**config.mk**
```make
export PLATFORM = sky130hd
export DESIGN_NAME = lru_key_value_cache
export DESIGN_NICKNAME = d
export VERILOG_FILES = /design/src/sv/lrukvc_pkg.sv /design/src/sv/lru_key_value_cache.sv /design/src/sv/lrukvc_ctrl.sv /design/src/sv/lrukvc_dpath.sv
export SDC_FILE = /design/constraint.sdc
export NUM_CORES = 1
export LEC_CHECK = 0
export BUFFER_PORTS_ARGS = -buffer_cell sky130_fd_sc_hd__buf_2
export CAP_MARGIN = 30
export CORE_ASPECT_RATIO = 0.7
export CORE_MARGIN = 2
export CORE_UTILIZATION = 65
export CTS_BUF_LIST = sky130_fd_sc_hd__clkbuf_2 sky130_fd_sc_hd__clkbuf_4 sky130_fd_sc_hd__clkbuf_8
export DETAILED_ROUTE_END_ITERATION = 10
export PLACE_DENSITY_LB_ADDON = 0.12
export SKIP_CTS_REPAIR_TIMING = 1
export SLEW_MARGIN = 20
export SYNTH_ARGS = -nofsm -noshare
export SYNTH_HDL_FRONTEND = slang
export SYNTH_SLANG_ARGS = --single-unit
```
**constraint.sdc**
```tcl
create_clock -name aclk -period 15.5 [get_ports aclk]
set_clock_uncertainty 0.05 [all_clocks]
set_input_delay 0.775 -clock aclk [delete_from_list [all_inputs] [get_ports aclk]]
set_output_delay 0.775 -clock aclk [all_outputs]
set_load 0.01 [all_outputs]
```
**src/sv/lrukvc_pkg.sv**
```systemverilog
// ----------------------------------------------------------------------------
// lrukvc_pkg
// Shared constants and controller/datapath handshake types for the LRU
// key/value cache.
// ----------------------------------------------------------------------------
`default_nettype none

package lrukvc_pkg;

    localparam int MAX_ENTRIES_DEF = 16;
    localparam int KEY_W           = 32;
    localparam int VAL_W           = 32;
    localparam int CAP_W           = 5;
    localparam logic [CAP_W-1:0] CAP_RESET = 5'd16;

    localparam logic FUNC_GET = 1'b0;
    localparam logic FUNC_PUT = 1'b1;

    // commands from controller to datapath
    typedef struct packed {
        logic load;      // capture request, clear scan results
        logic scan_rd;   // read entry at rd_addr for key compare
        logic commit;    // write key/value, set valid, fix update target
        logic upd_rd;    // read entry at rd_addr for age update
        logic out_load;  // move result into output register
    } cmd_t;

    // status from datapath to controller
    typedef struct packed {
        logic req_put;   // latched request is a put
        logic found;     // scan found the key
        logic out_free;  // output register can take a word this cycle
    } sts_t;

endpackage

`default_nettype wire

```
**src/sv/lru_key_value_cache.sv**
```systemverilog
// ----------------------------------------------------------------------------
// lru_key_value_cache
// Fully associative key/value store with least-recently-used replacement.
//
//   channel  | ports                         | dir | handshake
//   ---------+-------------------------------+-----+-----------------------
//   request  | s_func, s_key, s_value        | in  | s_valid / s_ready
//   result   | m_hit, m_data                 | out | m_valid / m_ready
//   config   | cfg_wr_data (capacity)        | in  | cfg_wr_en, no wait
//
// A get miss sweeps the entry memories once, for key compare; every other
// request sweeps them twice: once for key compare and once to update the
// ages. Each sweep reads the entries one by one through one read address.
// s_ready is high only while the sequencer is idle; a finished word waits in
// the output register while the next request is already being worked on.
// Reset empties the cache at once and sets capacity to 16.
// ----------------------------------------------------------------------------
`default_nettype none

module lru_key_value_cache #(
    parameter int MAX_ENTRIES = lrukvc_pkg::MAX_ENTRIES_DEF
) (
    input  wire logic                                 aclk,
    input  wire logic                                 aresetn,
    input  wire logic                                 cfg_wr_en,
    input  wire logic [lrukvc_pkg::CAP_W-1:0]         cfg_wr_data,
    input  wire logic                                 s_valid,
    output logic                                      s_ready,
    input  wire logic                                 s_func,
    input  wire logic signed [lrukvc_pkg::KEY_W-1:0]  s_key,
    input  wire logic signed [lrukvc_pkg::VAL_W-1:0]  s_value,
    output logic                                      m_valid,
    input  wire logic                                 m_ready,
    output logic                                      m_hit,
    output logic signed [lrukvc_pkg::VAL_W-1:0]       m_data
);

    logic [$clog2(MAX_ENTRIES)-1:0] rd_addr;
    lrukvc_pkg::cmd_t               cmd;
    lrukvc_pkg::sts_t               sts;

    lrukvc_ctrl #(
        .MAX_ENTRIES (MAX_ENTRIES)
    ) u_ctrl (
        .aclk    (aclk),
        .aresetn (aresetn),
        .s_valid (s_valid),
        .s_ready (s_ready),
        .rd_addr (rd_addr),
        .cmd     (cmd),
        .sts     (sts)
    );

    lrukvc_dpath #(
        .MAX_ENTRIES (MAX_ENTRIES)
    ) u_dpath (
        .aclk        (aclk),
        .aresetn     (aresetn),
        .cfg_wr_en   (cfg_wr_en),
        .cfg_wr_data (cfg_wr_data),
        .s_func      (s_func),
        .s_key       (s_key),
        .s_value     (s_value),
        .rd_addr     (rd_addr),
        .cmd         (cmd),
        .sts         (sts),
        .m_valid     (m_valid),
        .m_ready     (m_ready),
        .m_hit       (m_hit),
        .m_data      (m_data)
    );

    // one request in flight: no accept right after an accept
    a_one_in_flight: assert property (@(posedge aclk) disable iff (!aresetn)
        (s_valid && s_ready) |=> !s_ready)
        else $error("request accepted while previous one in progress");

    // a loaded result shows up on the result channel
    a_result_shown: assert property (@(posedge aclk) disable iff (!aresetn)
        cmd.out_load |=> m_valid)
        else $error("result load did not raise m_valid");

    // result load only when the output register can take it
    a_no_overwrite: assert property (@(posedge aclk) disable iff (!aresetn)
        cmd.out_load |-> (!m_valid || m_ready))
        else $error("result word overwritten before it was taken");

    // commit happens while the input side is closed
    a_commit_busy: assert property (@(posedge aclk) disable iff (!aresetn)
        cmd.commit |-> !s_ready)
        else $error("commit while accepting requests");

endmodule

`default_nettype wire

```
**src/sv/lrukvc_ctrl.sv**
```systemverilog
// ----------------------------------------------------------------------------
// lrukvc_ctrl
// Sequencer: accept a request, sweep the entries for the key, commit the
// write, sweep again to age them (not on a get miss), then hand off the result.
// ----------------------------------------------------------------------------
`default_nettype none

module lrukvc_ctrl #(
    parameter int MAX_ENTRIES = lrukvc_pkg::MAX_ENTRIES_DEF
) (
    input  wire logic                           aclk,
    input  wire logic                           aresetn,
    input  wire logic                           s_valid,
    output logic                                s_ready,
    output logic [$clog2(MAX_ENTRIES)-1:0]      rd_addr,
    output lrukvc_pkg::cmd_t                    cmd,
    input  wire lrukvc_pkg::sts_t               sts
);

    localparam int AW = $clog2(MAX_ENTRIES);
    localparam int CW = $clog2(MAX_ENTRIES + 1);
    localparam logic [CW-1:0] LAST = CW'(MAX_ENTRIES);

    typedef enum logic [4:0] {
        ST_IDLE   = 5'b00001,
        ST_SCAN   = 5'b00010,
        ST_DECIDE = 5'b00100,
        ST_UPDATE = 5'b01000,
        ST_RESP   = 5'b10000
    } state_t;

    state_t         state_reg, state_next;
    logic [CW-1:0]  cnt_reg, cnt_next;

    assign rd_addr = cnt_reg[AW-1:0];

    always_comb begin
        state_next   = state_reg;
        cnt_next     = cnt_reg;
        cmd          = '0;
        s_ready      = 1'b0;
        case (state_reg)
            ST_IDLE: begin
                s_ready = 1'b1;
                if (s_valid) begin
                    cmd.load   = 1'b1;
                    cnt_next   = '0;
                    state_next = ST_SCAN;
                end
            end
            ST_SCAN: begin
                if (cnt_reg != LAST) begin
                    cmd.scan_rd = 1'b1;
                    cnt_next    = cnt_reg + 1'b1;
                end else begin
                    // last compare lands this cycle
                    state_next = ST_DECIDE;
                end
            end
            ST_DECIDE: begin
                cmd.commit = 1'b1;
                cnt_next   = '0;
                // a get miss changes nothing
                if (!sts.req_put && !sts.found) begin
                    state_next = ST_RESP;
                end else begin
                    state_next = ST_UPDATE;
                end
            end
            ST_UPDATE: begin
                if (cnt_reg != LAST) begin
                    cmd.upd_rd = 1'b1;
                    cnt_next   = cnt_reg + 1'b1;
                end else begin
                    state_next = ST_RESP;
                end
            end
            ST_RESP: begin
                // hold until the output register frees up
                if (sts.out_free) begin
                    cmd.out_load = 1'b1;
                    state_next   = ST_IDLE;
                end
            end
            default: begin
                state_next = ST_IDLE;
            end
        endcase
    end

    always_ff @(posedge aclk) begin
        if (!aresetn) begin
            state_reg <= ST_IDLE;
            cnt_reg   <= '0;
        end else begin
            state_reg <= state_next;
            cnt_reg   <= cnt_next;
        end
    end

endmodule

`default_nettype wire

```
**src/sv/lrukvc_dpath.sv**
```systemverilog
// ----------------------------------------------------------------------------
// lrukvc_dpath
// Entry storage (key, value and age memories, valid flops), key compare,
// LRU and free-slot search, age update and the output register.
// ----------------------------------------------------------------------------
`default_nettype none

module lrukvc_dpath #(
    parameter int MAX_ENTRIES = lrukvc_pkg::MAX_ENTRIES_DEF
) (
    input  wire logic                                 aclk,
    input  wire logic                                 aresetn,
    input  wire logic                                 cfg_wr_en,
    input  wire logic [lrukvc_pkg::CAP_W-1:0]         cfg_wr_data,
    input  wire logic                                 s_func,
    input  wire logic signed [lrukvc_pkg::KEY_W-1:0]  s_key,
    input  wire logic signed [lrukvc_pkg::VAL_W-1:0]  s_value,
    input  wire logic [$clog2(MAX_ENTRIES)-1:0]       rd_addr,
    input  wire lrukvc_pkg::cmd_t                     cmd,
    output lrukvc_pkg::sts_t                          sts,
    output logic                                      m_valid,
    input  wire logic                                 m_ready,
    output logic                                      m_hit,
    output logic signed [lrukvc_pkg::VAL_W-1:0]       m_data
);

    localparam int AW = $clog2(MAX_ENTRIES);
    localparam int CW = $clog2(MAX_ENTRIES + 1);
    localparam int UW = (CW > lrukvc_pkg::CAP_W) ? CW : lrukvc_pkg::CAP_W;
    localparam int KW = lrukvc_pkg::KEY_W;
    localparam int VW = lrukvc_pkg::VAL_W;

    // configuration and request
    logic [lrukvc_pkg::CAP_W-1:0] cap_reg;
    logic                         req_func_reg;
    logic [KW-1:0]                req_key_reg;
    logic [VW-1:0]                req_value_reg;

    // entry storage
    logic [KW-1:0]          key_mem [MAX_ENTRIES];
    logic [VW-1:0]          val_mem [MAX_ENTRIES];
    logic [AW-1:0]          age_mem [MAX_ENTRIES];
    logic [MAX_ENTRIES-1:0] valid_reg;
    logic [CW-1:0]          used_reg;

    // registered read port
    logic [KW-1:0] key_q_reg;
    logic [VW-1:0] val_q_reg;
    logic [AW-1:0] age_q_reg;
    logic          vld_q_reg;
    logic [AW-1:0] idx_d_reg;
    logic          scan_pend_reg;
    logic          upd_pend_reg;

    // scan results
    logic          hit_reg;
    logic [AW-1:0] hit_idx_reg;
    logic [AW-1:0] hit_age_reg;
    logic [VW-1:0] hit_val_reg;
    logic          lru_any_reg;
    logic [AW-1:0] lru_idx_reg;
    logic [AW-1:0] lru_age_reg;
    logic          free_any_reg;
    logic [AW-1:0] free_idx_reg;

    // age update plan
    logic [AW-1:0] tgt_idx_reg, tgt_idx_next;
    logic [AW-1:0] thr_age_reg, thr_age_next;
    logic          inc_all_reg, inc_all_next;

    // result
    logic          res_hit_reg;
    logic [VW-1:0] res_data_reg, res_data_next;
    logic          m_valid_reg;
    logic          m_hit_reg;
    logic [VW-1:0] m_data_reg;

    // commit write controls
    logic          kv_we;
    logic          key_we;
    logic [AW-1:0] kv_addr;
    logic          insert;
    logic [UW-1:0] cap_ext;
    logic [UW-1:0] eff_cap;
    logic          full;

    // age write
    logic [AW-1:0] age_wdata;

    // ------------------------------------------------------------------
    // capacity register and request capture
    // ------------------------------------------------------------------
    always_ff @(posedge aclk) begin
        if (!aresetn) begin
            cap_reg <= lrukvc_pkg::CAP_RESET;
        end else if (cfg_wr_en) begin
            cap_reg <= cfg_wr_data;
        end
    end

    always_ff @(posedge aclk) begin
        if (cmd.load) begin
            req_func_reg  <= s_func;
            req_key_reg   <= s_key;
            req_value_reg <= s_value;
        end
    end

    // zero reads as one, anything past the array saturates
    always_comb begin
        cap_ext = UW'(cap_reg);
        if (cap_reg == '0) begin
            eff_cap = UW'(1);
        end else if (cap_ext > UW'(MAX_ENTRIES)) begin
            eff_cap = UW'(MAX_ENTRIES);
        end else begin
            eff_cap = cap_ext;
        end
        full = UW'(used_reg) >= eff_cap;
    end

    // ------------------------------------------------------------------
    // commit decision
    // ------------------------------------------------------------------
    always_comb begin
        kv_we         = 1'b0;
        key_we        = 1'b0;
        kv_addr       = hit_idx_reg;
        insert        = 1'b0;
        tgt_idx_next  = hit_idx_reg;
        thr_age_next  = hit_age_reg;
        inc_all_next  = 1'b0;
        res_data_next = hit_reg ? hit_val_reg : '0;
        if (req_func_reg == lrukvc_pkg::FUNC_PUT) begin
            res_data_next = req_value_reg;
            kv_we         = cmd.commit;
            if (!hit_reg) begin
                key_we = cmd.commit;
                if (full) begin
                    // evict the oldest entry
                    kv_addr      = lru_idx_reg;
                    tgt_idx_next = lru_idx_reg;
                    thr_age_next = lru_age_reg;
                end else begin
                    kv_addr      = free_idx_reg;
                    tgt_idx_next = free_idx_reg;
                    inc_all_next = 1'b1;
                    insert       = cmd.commit;
                end
            end
        end
    end

    always_ff @(posedge aclk) begin
        if (cmd.commit) begin
            tgt_idx_reg  <= tgt_idx_next;
            thr_age_reg  <= thr_age_next;
            inc_all_reg  <= inc_all_next;
            res_hit_reg  <= hit_reg;
            res_data_reg <= res_data_next;
        end
    end

    always_ff @(posedge aclk) begin
        if (!aresetn) begin
            valid_reg <= '0;
            used_reg  <= '0;
        end else if (insert) begin
            valid_reg[kv_addr] <= 1'b1;
            used_reg           <= used_reg + 1'b1;
        end
    end

    // ------------------------------------------------------------------
    // memories
    // ------------------------------------------------------------------
    always_ff @(posedge aclk) begin
        if (key_we) begin
            key_mem[kv_addr] <= req_key_reg;
        end
        key_q_reg <= key_mem[rd_addr];
    end

    always_ff @(posedge aclk) begin
        if (kv_we) begin
            val_mem[kv_addr] <= req_value_reg;
        end
        val_q_reg <= val_mem[rd_addr];
    end

    // target goes to zero, younger (or all, on insert) entries age by one
    always_comb begin
        if (idx_d_reg == tgt_idx_reg) begin
            age_wdata = '0;
        end else if (vld_q_reg && (inc_all_reg || (age_q_reg < thr_age_reg))) begin
            age_wdata = age_q_reg + 1'b1;
        end else begin
            age_wdata = age_q_reg;
        end
    end

    always_ff @(posedge aclk) begin
        if (upd_pend_reg) begin
            age_mem[idx_d_reg] <= age_wdata;
        end
        age_q_reg <= age_mem[rd_addr];
    end

    always_ff @(posedge aclk) begin
        vld_q_reg <= valid_reg[rd_addr];
        idx_d_reg <= rd_addr;
    end

    always_ff @(posedge aclk) begin
        if (!aresetn) begin
            scan_pend_reg <= 1'b0;
            upd_pend_reg  <= 1'b0;
        end else begin
            scan_pend_reg <= cmd.scan_rd;
            upd_pend_reg  <= cmd.upd_rd;
        end
    end

    // ------------------------------------------------------------------
    // scan: key match, oldest valid entry, first free slot
    // ------------------------------------------------------------------
    always_ff @(posedge aclk) begin
        if (cmd.load) begin
            hit_reg      <= 1'b0;
            lru_any_reg  <= 1'b0;
            free_any_reg <= 1'b0;
        end else if (scan_pend_reg) begin
            if (vld_q_reg && (key_q_reg == req_key_reg) && !hit_reg) begin
                hit_reg     <= 1'b1;
                hit_idx_reg <= idx_d_reg;
                hit_age_reg <= age_q_reg;
                hit_val_reg <= val_q_reg;
            end
            if (vld_q_reg && (!lru_any_reg || (age_q_reg > lru_age_reg))) begin
                lru_any_reg <= 1'b1;
                lru_idx_reg <= idx_d_reg;
                lru_age_reg <= age_q_reg;
            end
            if (!vld_q_reg && !free_any_reg) begin
                free_any_reg <= 1'b1;
                free_idx_reg <= idx_d_reg;
            end
        end
    end

    // ------------------------------------------------------------------
    // output register
    // ------------------------------------------------------------------
    always_ff @(posedge aclk) begin
        if (!aresetn) begin
            m_valid_reg <= 1'b0;
        end else if (cmd.out_load) begin
            m_valid_reg <= 1'b1;
        end else if (m_ready) begin
            m_valid_reg <= 1'b0;
        end
    end

    always_ff @(posedge aclk) begin
        if (cmd.out_load) begin
            m_hit_reg  <= res_hit_reg;
            m_data_reg <= res_data_reg;
        end
    end

    assign m_valid      = m_valid_reg;
    assign m_hit        = m_hit_reg;
    assign m_data       = m_data_reg;

    assign sts.req_put  = (req_func_reg == lrukvc_pkg::FUNC_PUT);
    assign sts.found    = hit_reg;
    assign sts.out_free = !m_valid_reg || m_ready;

endmodule

`default_nettype wire

```
-- Word level (Yosys, flattened, before mapping)
Memories as Yosys holds them, arrays and structs flattened. A register that Yosys moved wholly into a read port is not among the register bits.
Index checks and enable logic that the tools add are counted.
- $add $sub $neg: 3
- order comparisons: 7
- eq/ne operators: 13
- muxes and demuxes: 47
- bitwise logic cells: 3
- reduce and logical (&&, ||, !) cells: 31
- operators with widths (kind ; number):
    $mux 32 ; 2
    $mux 5 ; 9
    $eq 32x32->1 ; 1
    $mux 4 ; 8
    $pmux 5 s5 ; 1
    $mux 1 ; 24
    $or 16x16->16 ; 1
    $pmux 5 s3 ; 1
    $reduce_and 3->1 ; 4
    $add 5x1->5 const B ; 2
    $lt 4x5->1 const B ; 2
    $reduce_and 2->1 ; 5
    $ne 2x2->1 const B ; 4
    $logic_and 1x1->1 ; 7
    $logic_not 1->1 ; 6
    $eq 5x1->1 const B ; 1
    $eq 5x2->1 const B ; 1
    $eq 5x3->1 const B ; 1
    $eq 5x4->1 const B ; 1
    $eq 5x5->1 const B ; 1
    $ge 5x5->1 ; 1
    $gt 5x5->1 const B ; 1
    $logic_not 5->1 ; 1
    $ne 5x5->1 const B ; 1
    other kinds (14) ; 18
- bits in registers: 239
- bits in writable memories: 1088
- input port bits: 75
- output and inout bits: 35
- word-level logic and storage cells: 136
- memories: 3
- memory list (memory ; depth ; bits a word ; rd ports ; clocked after memory_dff ; write ports ; line ; source):
    u_dpath.key_mem ; 16 ; 32 ; 1 ; 1 ; 1 ; lrukvc_dpath.sv:40 ; logic [KW-1:0] key_mem [MAX_ENTRIES];
    u_dpath.val_mem ; 16 ; 32 ; 1 ; 1 ; 1 ; lrukvc_dpath.sv:41 ; logic [VW-1:0] val_mem [MAX_ENTRIES];
    u_dpath.age_mem ; 16 ; 4 ; 1 ; 1 ; 1 ; lrukvc_dpath.sv:42 ; logic [AW-1:0] age_mem [MAX_ENTRIES];

-- Longest topological paths before layout
Gate-level depths: netlist of run 1.
- depth after elaboration: 12
- depth in mapped cells: 12
- mapped depth without buffers: 11

-- By module
From an unflattened synthesis of run 1, not the netlist that was laid out.
- cell total of the unflattened synthesis: 2237
- area total of the unflattened synthesis: 51698.3 sq um
- by module, submodules not included (module ; times used ; cells an instance ; area an instance (sq um) ; sequential area each (sq um)):
    lrukvc_dpath ; 1 ; 2165 ; 51056.5 ; 40538.9
    lrukvc_ctrl ; 1 ; 72 ; 641.9 ; 200.2

-- Worst setup path before layout of run 1
No wires, ideal clock.
- path type: input port to flip-flop
- from: in s_valid
- to: reg u_dpath.hit_age_reg[0] (enable)
- setup time: 0.540 ns
- arrival: 5.112 ns
- data required time: 14.910 ns
- path slack: 9.798 ns
- cell stages on the path: 3
- path buffers: 0
- path through: nand4b_1 nand3_1 nor4_1
- cells in the longest elaborated chain, start to end: 4
- RTL lines (what ; line ; source):
    start, declared ; lru_key_value_cache.sv:27 ; input wire logic s_valid,
    $mux 1 ; lrukvc_ctrl.sv:45 ; if (s_valid) begin
    $mux 1 ; lrukvc_ctrl.sv:42 ; case (state_reg)
    $not 1->1 (no line) ; n/a ;
    $reduce_and 3->1 (no line) ; n/a ;
    end signal, assigned ; lrukvc_dpath.sv:236 ; hit_age_reg <= age_q_reg;
    end, declared ; lrukvc_dpath.sv:58 ; logic [AW-1:0] hit_age_reg;
No other way between the ends.
A chain may end at the register's enable or synchronous reset.

-- Final worst setup path of run 1
- from: reg u_dpath.req_func_reg
- to: mem u_dpath.key_mem[4][6] (netlist name) (enable)
- cells in the longest elaborated chain, start to end: 3
- elaborated cells on any way between the ends: 4
- classes of those cells: mux: 4
- RTL lines (what ; line ; source):
    start, declared ; lrukvc_dpath.sv:35 ; logic req_func_reg;
    start signal, assigned ; lrukvc_dpath.sv:103 ; req_func_reg <= s_func;
    $mux 1 ; lrukvc_dpath.sv:134 ; if (req_func_reg == lrukvc_pkg::FUNC_PUT) begin
    $mux 1 ; lrukvc_dpath.sv:178 ; if (key_we) begin
    $mux 1 (implied by the code) ; lrukvc_dpath.sv:179 ; key_mem[kv_addr] <= req_key_reg;
    end, declared ; lrukvc_dpath.sv:40 ;
Parallel ways exist; a longest one is shown, timed or not.

==> results.yml, run 1 <==
sta:
  report.final.slew_viol_count: 0
  slew_headroom: 0.313
  hold_viol: 0
  setup_tns_ns: 0
  fin_crit_sh: 0.291
  hold_slack_ns: 0.0571
  fmax_ghz: 0.222
  worstMarginPinSlew_ns: 1.03
  rsz0062_at_grt: "no"
  finalSetupViolCount: 0
  period_needed_ns: 4.50
synthesis:
  ys_types: 59
  syn_area_per_cell_um2: 23.0
  synth_seq_cells: 1395
  seq_area_frac_synth: 0.789
  synth_enable_flop_cells: 1280
  async_flop_share: 0
  synthCells: 2247
  synth_fp_nets: 2338
  synth_ff_type: "edfxtp_1"
  syn_area_mm2: 0.0517
  yosys_warnings: 0
routing:
  antenna_left: 0
  vias: 24100
  wl_per_cell_um: 28.3
  drt_pass1_iterations: 6
  routed_wl_um: 106000
  vias_per_cell: 6.47
  drtIter0Drc: 3064
  drc: 0
min_path:
  hp-class: "primary input to flop"
power_and_ir_drop:
  p_leak_nw: 18.2
  irDropWorstVdd_uv: 86.6
  powerDensity_mw_per_mm2: 130
place:
  portBuffers: 109
  place_hpwl_um: 59300
  globalplace.congestion: 0.796
  place_area_mm2: 0.0538
clocking:
  cts_max_level: 4
  cts_num_sinks: 1395
  clkTransAtPathRegs_ns: 0.06
  clock-root-buffer: "clkbuf_8"
  tritoncts: "done"
  clk_path_buf_depth: 3
  numCtsBuffers: 193
  clkLatencyLatePin_ns: 0.85
layout:
  nFillCells: 4233
  drive_gt1_frac: 0.338
  layout.nets: 2600
  layout_common_cells: "edfxtp_1 (1280), mux4_2 (345), clkbuf_8 (219), buf_2 (112), dfxtp_1 (111)"
  mostFrequentLayoutCell: "edfxtp_1"
  stdcell_area_mm2: 0.0578
  area_delta_synth_final_pct: 12.0
  top_regs: "u_dpath.key_mem: 512 flops, u_dpath.val_mem: 512 flops, u_dpath.age_mem: 64 flops"
  fin_util: 0.735
floorplan:
  chipWidth_um: 341
  coreArea_mm2: 0.0787
  die_h_um: 240
  start_util: 0.657
  core.rowCount: 86
  io_pins: 110
  dieArea_mm2: 0.0818
grt:
  grt_pass1_vias: 24300
  grt_max_degree: 111
  grt_first_pass_wirelength_um: 157000
  grtUsageTotal: 0.267
  grt_overflow_total: 0
  antenna_found_initial: 1
worst_setup_path:
  start_kind: "flop"
  crit-reg2reg-launch: "u_dpath.req_func_reg"
  end_kind: "flop"
  crit_start: "u_dpath.req_func_reg"
  crit_chain: "buf_4, nor2b_2, and2_1, o21ai_4, o221ai_4, inv_2, nor4_2, buf_4"
  crit_end: "u_dpath.key_mem[4][6]"
  crit_type: "flop to flop"
  max_stage_delay_ns: 0.79
  r2r_end: "u_dpath.key_mem[4][6]"
  crit_fanout: 39
  critPathArrivalTime_ns: 4.90
  cpMostUsedCell: "buf_4"
  cp.depth: 8
  path_buf_inv: 3
  ff2ff_path_depth: 8
  cp.required_ns: 15.90
  critPathSlowestCell: "o221ai_4"
  cpLargestDelayFamily: "buffers and inverters"
  rrSetupSlack_ns: 11.00
run:
  drv_cap: 0
run_status:
  outcome: "complete, no violations"
-- final cells by class --
type,count,area [um2],share of cell area
Sequential cell,1395,40800,0.705
Clock buffer,304,3650,0.0632
Inverter,24,95.1,0.00164
Tap cell,1056,1320,0.0228
Timing Repair Buffer,174,1150,0.0199
Antenna cell,1,2.50,0.0000433
Multi-Input combinational cell,721,10600,0.182
Clock inverter,56,307,0.00530
-- metal layers --
metal | wire (um) | vias up | global-route usage
met5 | 0 | - | 0
met4 | 2100 | 0 | 0.0769
met3 | 10900 | 152 | 0.0731
met2 | 46700 | 1225 | 0.370
met1 | 46100 | 12700 | 0.424
li1 | - | 10000 | -
-- cells in the mapped netlist, types with 2 or more instances --
master	count	area [um2]
a21oi_1	14	70.1
nand3b_1	9	67.6
o21a_1	2	15.0
a32o_1	4	40.0
a21o_1	5	37.5
nor4_1	23	144
nand2b_1	10	62.6
o211ai_1	9	67.6
inv_2	2	7.51
mux2i_1	9	90.1
o221ai_1	4	35.0
o21ai_0	14	70.1
a31oi_1	4	25.0
nor2_1	41	154
ha_1	16	200
dfxtp_1	115	2300
clkbuf_1	44	165
nor2b_1	6	37.5
mux4_2	345	7770
nand4_1	11	68.8
nand4b_1	2	17.5
xor2_1	29	254
buf_6	6	67.6
buf_1	26	97.6
nand3_1	12	60.1
or3_1	5	31.3
or3b_2	2	17.5
nor3_1	25	125
edfxtp_1	1280	38400
xnor2_1	13	114
buf_2	31	155
nand2_1	41	154
a22o_1	32	280
inv_1	20	75.1
o31ai_1	12	90.1
-- where the power goes --
part	total, mW	leakage (nW)	switching (mW)	internal, mW
combinational	0.408	3.57	0.200	0.208
sequential	4.28	12.5	0.0955	4.18
clock	2.84	2.11	1.33	1.51
-- how the worst min path moves through the flow --
stage                                     start                      end  slack (ns)  cells after the start
after global placement     u_dpath.val_q_reg[3]   u_dpath.hit_val_reg[3]        0.34                      0
after floorplan               u_ctrl.cnt_reg[3]     u_dpath.idx_d_reg[3]        0.28                      0
after CTS                              s_key[5]   u_dpath.req_key_reg[5]       -0.02                      1
final                                  s_key[5]   u_dpath.req_key_reg[5]        0.06                      1
after detailed placement  u_dpath.val_q_reg[27]  u_dpath.hit_val_reg[27]        0.34                      0
after global routing                   s_key[6]   u_dpath.req_key_reg[6]       0.008                      1
-- through the flow --
step | instances | setup slack, ns | total power, mW
final | 3731 | 11.00 | 7.53
after global placement | 3361 | 11.28 | 4.74
after detailed placement | 3367 | 11.09 | 4.76
after CTS | 3727 | 11.06 | 7.58
after global routing | 3731 | 10.80 | 7.79
after floorplan | 2247 | 9.80 | 4.62
-- logic make-up after synthesis --
| kind of cell | share of synthesized area |
|---|---|
| muxes | 0.152 |
| AOI/OAI and AO/OA | 0.0172 |
| and+or+nand+nor | 0.0195 |
| buffers and inverters | 0.0112 |
| adders and majority gates | 0.00388 |
| DFF | 0.789 |
| xor gates and xnor gates | 0.00712 |
Power figures use the tool's default switching activity.
==> run 2, diff against run 1 <==
Clock period 15.5 ns to 4.7 ns, I/O delays scaled along.
==> run 2 against run 1 <==
Compared with the run above: sequential cell count unchanged; die area unchanged; count of clock-buffer cells in the layout decreased by 2; first-iteration DRC count increased by 2.3%; setup slack got worse by 11 ns; via count increased by 1.0%; non-clock buffer count increased by 96.
==> results.yml, run 2 (synthesis results as in run 1) <==
routing:
  drc: 0
  wl_per_cell_um: 28.1
  vias: 24400
  drtIter0Drc: 3136
  drt_pass1_iterations: 6
  antenna_left: 0
  routed_wl_um: 107000
  vias_per_cell: 6.37
clocking:
  clk_path_buf_depth: 3
  tritoncts: "done"
  numCtsBuffers: 192
  cts_max_level: 4
  cts_num_sinks: 1395
  clock-root-buffer: "clkbuf_8"
  clkTransAtPathRegs_ns: 0.07
  clkLatencyLatePin_ns: 0.85
grt:
  grt_first_pass_wirelength_um: 159000
  antenna_found_initial: 2
  grt_pass1_vias: 24200
  grt_overflow_total: 0
  grt_max_degree: 67
  grtUsageTotal: 0.271
power_and_ir_drop:
  irDropWorstVdd_uv: 320
  powerDensity_mw_per_mm2: 423
  p_clk_frac: 0.376
  p_switching_mw: 5.32
  p_seq_frac: 0.566
  switching_share: 0.214
  p_int_mw: 19.6
  p_leak_nw: 18.6
  combPwrFrac: 0.058
sta:
  report.final.slew_viol_count: 0
  period_needed_ns: 4.25
  finalWorstSetupSlack_ns: 0.448
  fin_crit_sh: 0.905
  slew_headroom: 0.344
  fmax_ghz: 0.235
  setup_tns_ns: 0
  hold_viol: 0
  finalSetupViolCount: 0
  rsz0062_at_grt: "no"
  worstMarginPinSlew_ns: 0.979
floorplan:
  die_h_um: 240
  start_util: 0.657
  dieArea_mm2: 0.0818
  chipWidth_um: 341
  core.rowCount: 86
  io_pins: 110
  coreArea_mm2: 0.0787
place:
  globalplace.congestion: 0.818
  dp_cells: 3384
  place_hpwl_um: 61700
  portBuffers: 109
  preCtsSetupSlack_ns: 0.512
layout:
  layout.nets: 2695
  top_regs: "u_dpath.key_mem: 512 flops, u_dpath.val_mem: 512 flops, u_dpath.age_mem: 64 flops"
  diodes: 0
  area_delta_synth_final_pct: 14.1
  final_cells: 3826
  mostFrequentLayoutCell: "edfxtp_1"
  drive_gt1_frac: 0.332
  layout_common_cells: "edfxtp_1 (1280), mux4_2 (345), clkbuf_8 (213), dfxtp_1 (111), buf_2 (109)"
worst_setup_path:
  crit_fanout: 25
  crit_type: "flop to flop"
  start_kind: "flop"
  cp.required_ns: 5.12
  ff2ff_path_depth: 11
  end_kind: "flop"
  rrSetupSlack_ns: 0.45
  critPathArrivalTime_ns: 4.67
  crit_start: "u_dpath.cap_ext[2]"
  r2r_end: "u_dpath.key_mem[0][31]"
  crit-reg2reg-launch: "u_dpath.cap_ext[2]"
  crit_end: "u_dpath.key_mem[0][31]"
min_path:
  min_path_cells: 2
  hp-class: "primary input to flop"
run:
  drv_cap: 0
run_status:
  outcome: "complete, no violations"
[run 2: cell count changes in the layout (fill, tap and decap cells not counted), sizes merged]
cell         delta
clkinvlp        +4
inv             -1
buf            +14
clkinv          -3
bufinv          +2
dlygate4sd3    +80
diode           -1
[run 2: worst min-delay path by stage]
| stage | end | from | slack, ns |
|---|---|---|---|
| detailed placement | u_dpath.hit_val_reg[25] | u_dpath.val_q_reg[25] | 0.34 |
| global route | u_dpath.req_key_reg[9] | s_key[9] | 0.004 |
| CTS | u_dpath.req_key_reg[9] | s_key[9] | -0.58 |
| finish | u_dpath.req_key_reg[9] | s_key[9] | 0.05 |
| global placement | u_dpath.hit_val_reg[25] | u_dpath.val_q_reg[25] | 0.34 |
| floorplan | u_dpath.idx_d_reg[3] | u_ctrl.cnt_reg[3] | 0.28 |
[run 2: final cells by class]
class | instances | area (um2)
clock buffer | 302 | 3600
multi-input combinational | 721 | 10700
tap | 1056 | 1320
sequential | 1395 | 40800
inverter | 24 | 95.1
fill | 4183 | 19700
clock inverter | 58 | 368
timing repair buffer | 270 | 2120
[run 2: layer usage]
metal  share of wire  up-vias  global-route usage  wire length (um)
met5         0.00012        -                   0                13
met4           0.017        2              0.0753              1820
li1                -    10200                   -                 -
met1            0.43    12700               0.433             46000
met2            0.45     1326               0.378             48000
met3            0.11      143              0.0712             11500
[run 2: critical path: stages (launching register included)]
cell      delay [ns]
dfxtp_1         0.34
nor3_1          0.19
nor2_1          0.06
nor2_1          0.12
ha_1            0.24
nand2b_1        0.17
a31oi_4         0.37
o21ai_4         0.16
o221ai_4        0.61
inv_2           0.52
nor4_2          0.53
buf_4           0.49
[run 2: power by group through the flow]
stage | Sequential, mW | Combinational, mW | Clock, mW
global route | 14.1 | 1.54 | 10.1
detailed placement | 14.4 | 1.40 | 0
CTS | 14.1 | 1.40 | 9.52
finish | 14.1 | 1.44 | 9.35
floorplan | 14.2 | 1.04 | 0
global placement | 14.3 | 1.37 | 0
[run 2: stage by stage]
step	hold WS (ns)	instance area (um2)	power [mW]	util
6_report	0.0459	58900	24.9	0.749
5_1_grt	0.00425	58900	25.7	0.749
4_1_cts	-0.576	58100	25.0	0.739
3_5_place_dp	0.339	54100	15.8	0.688
3_3_place_gp	0.337	54100	15.7	0.687
2_1_floorplan	0.279	51700	15.2	-
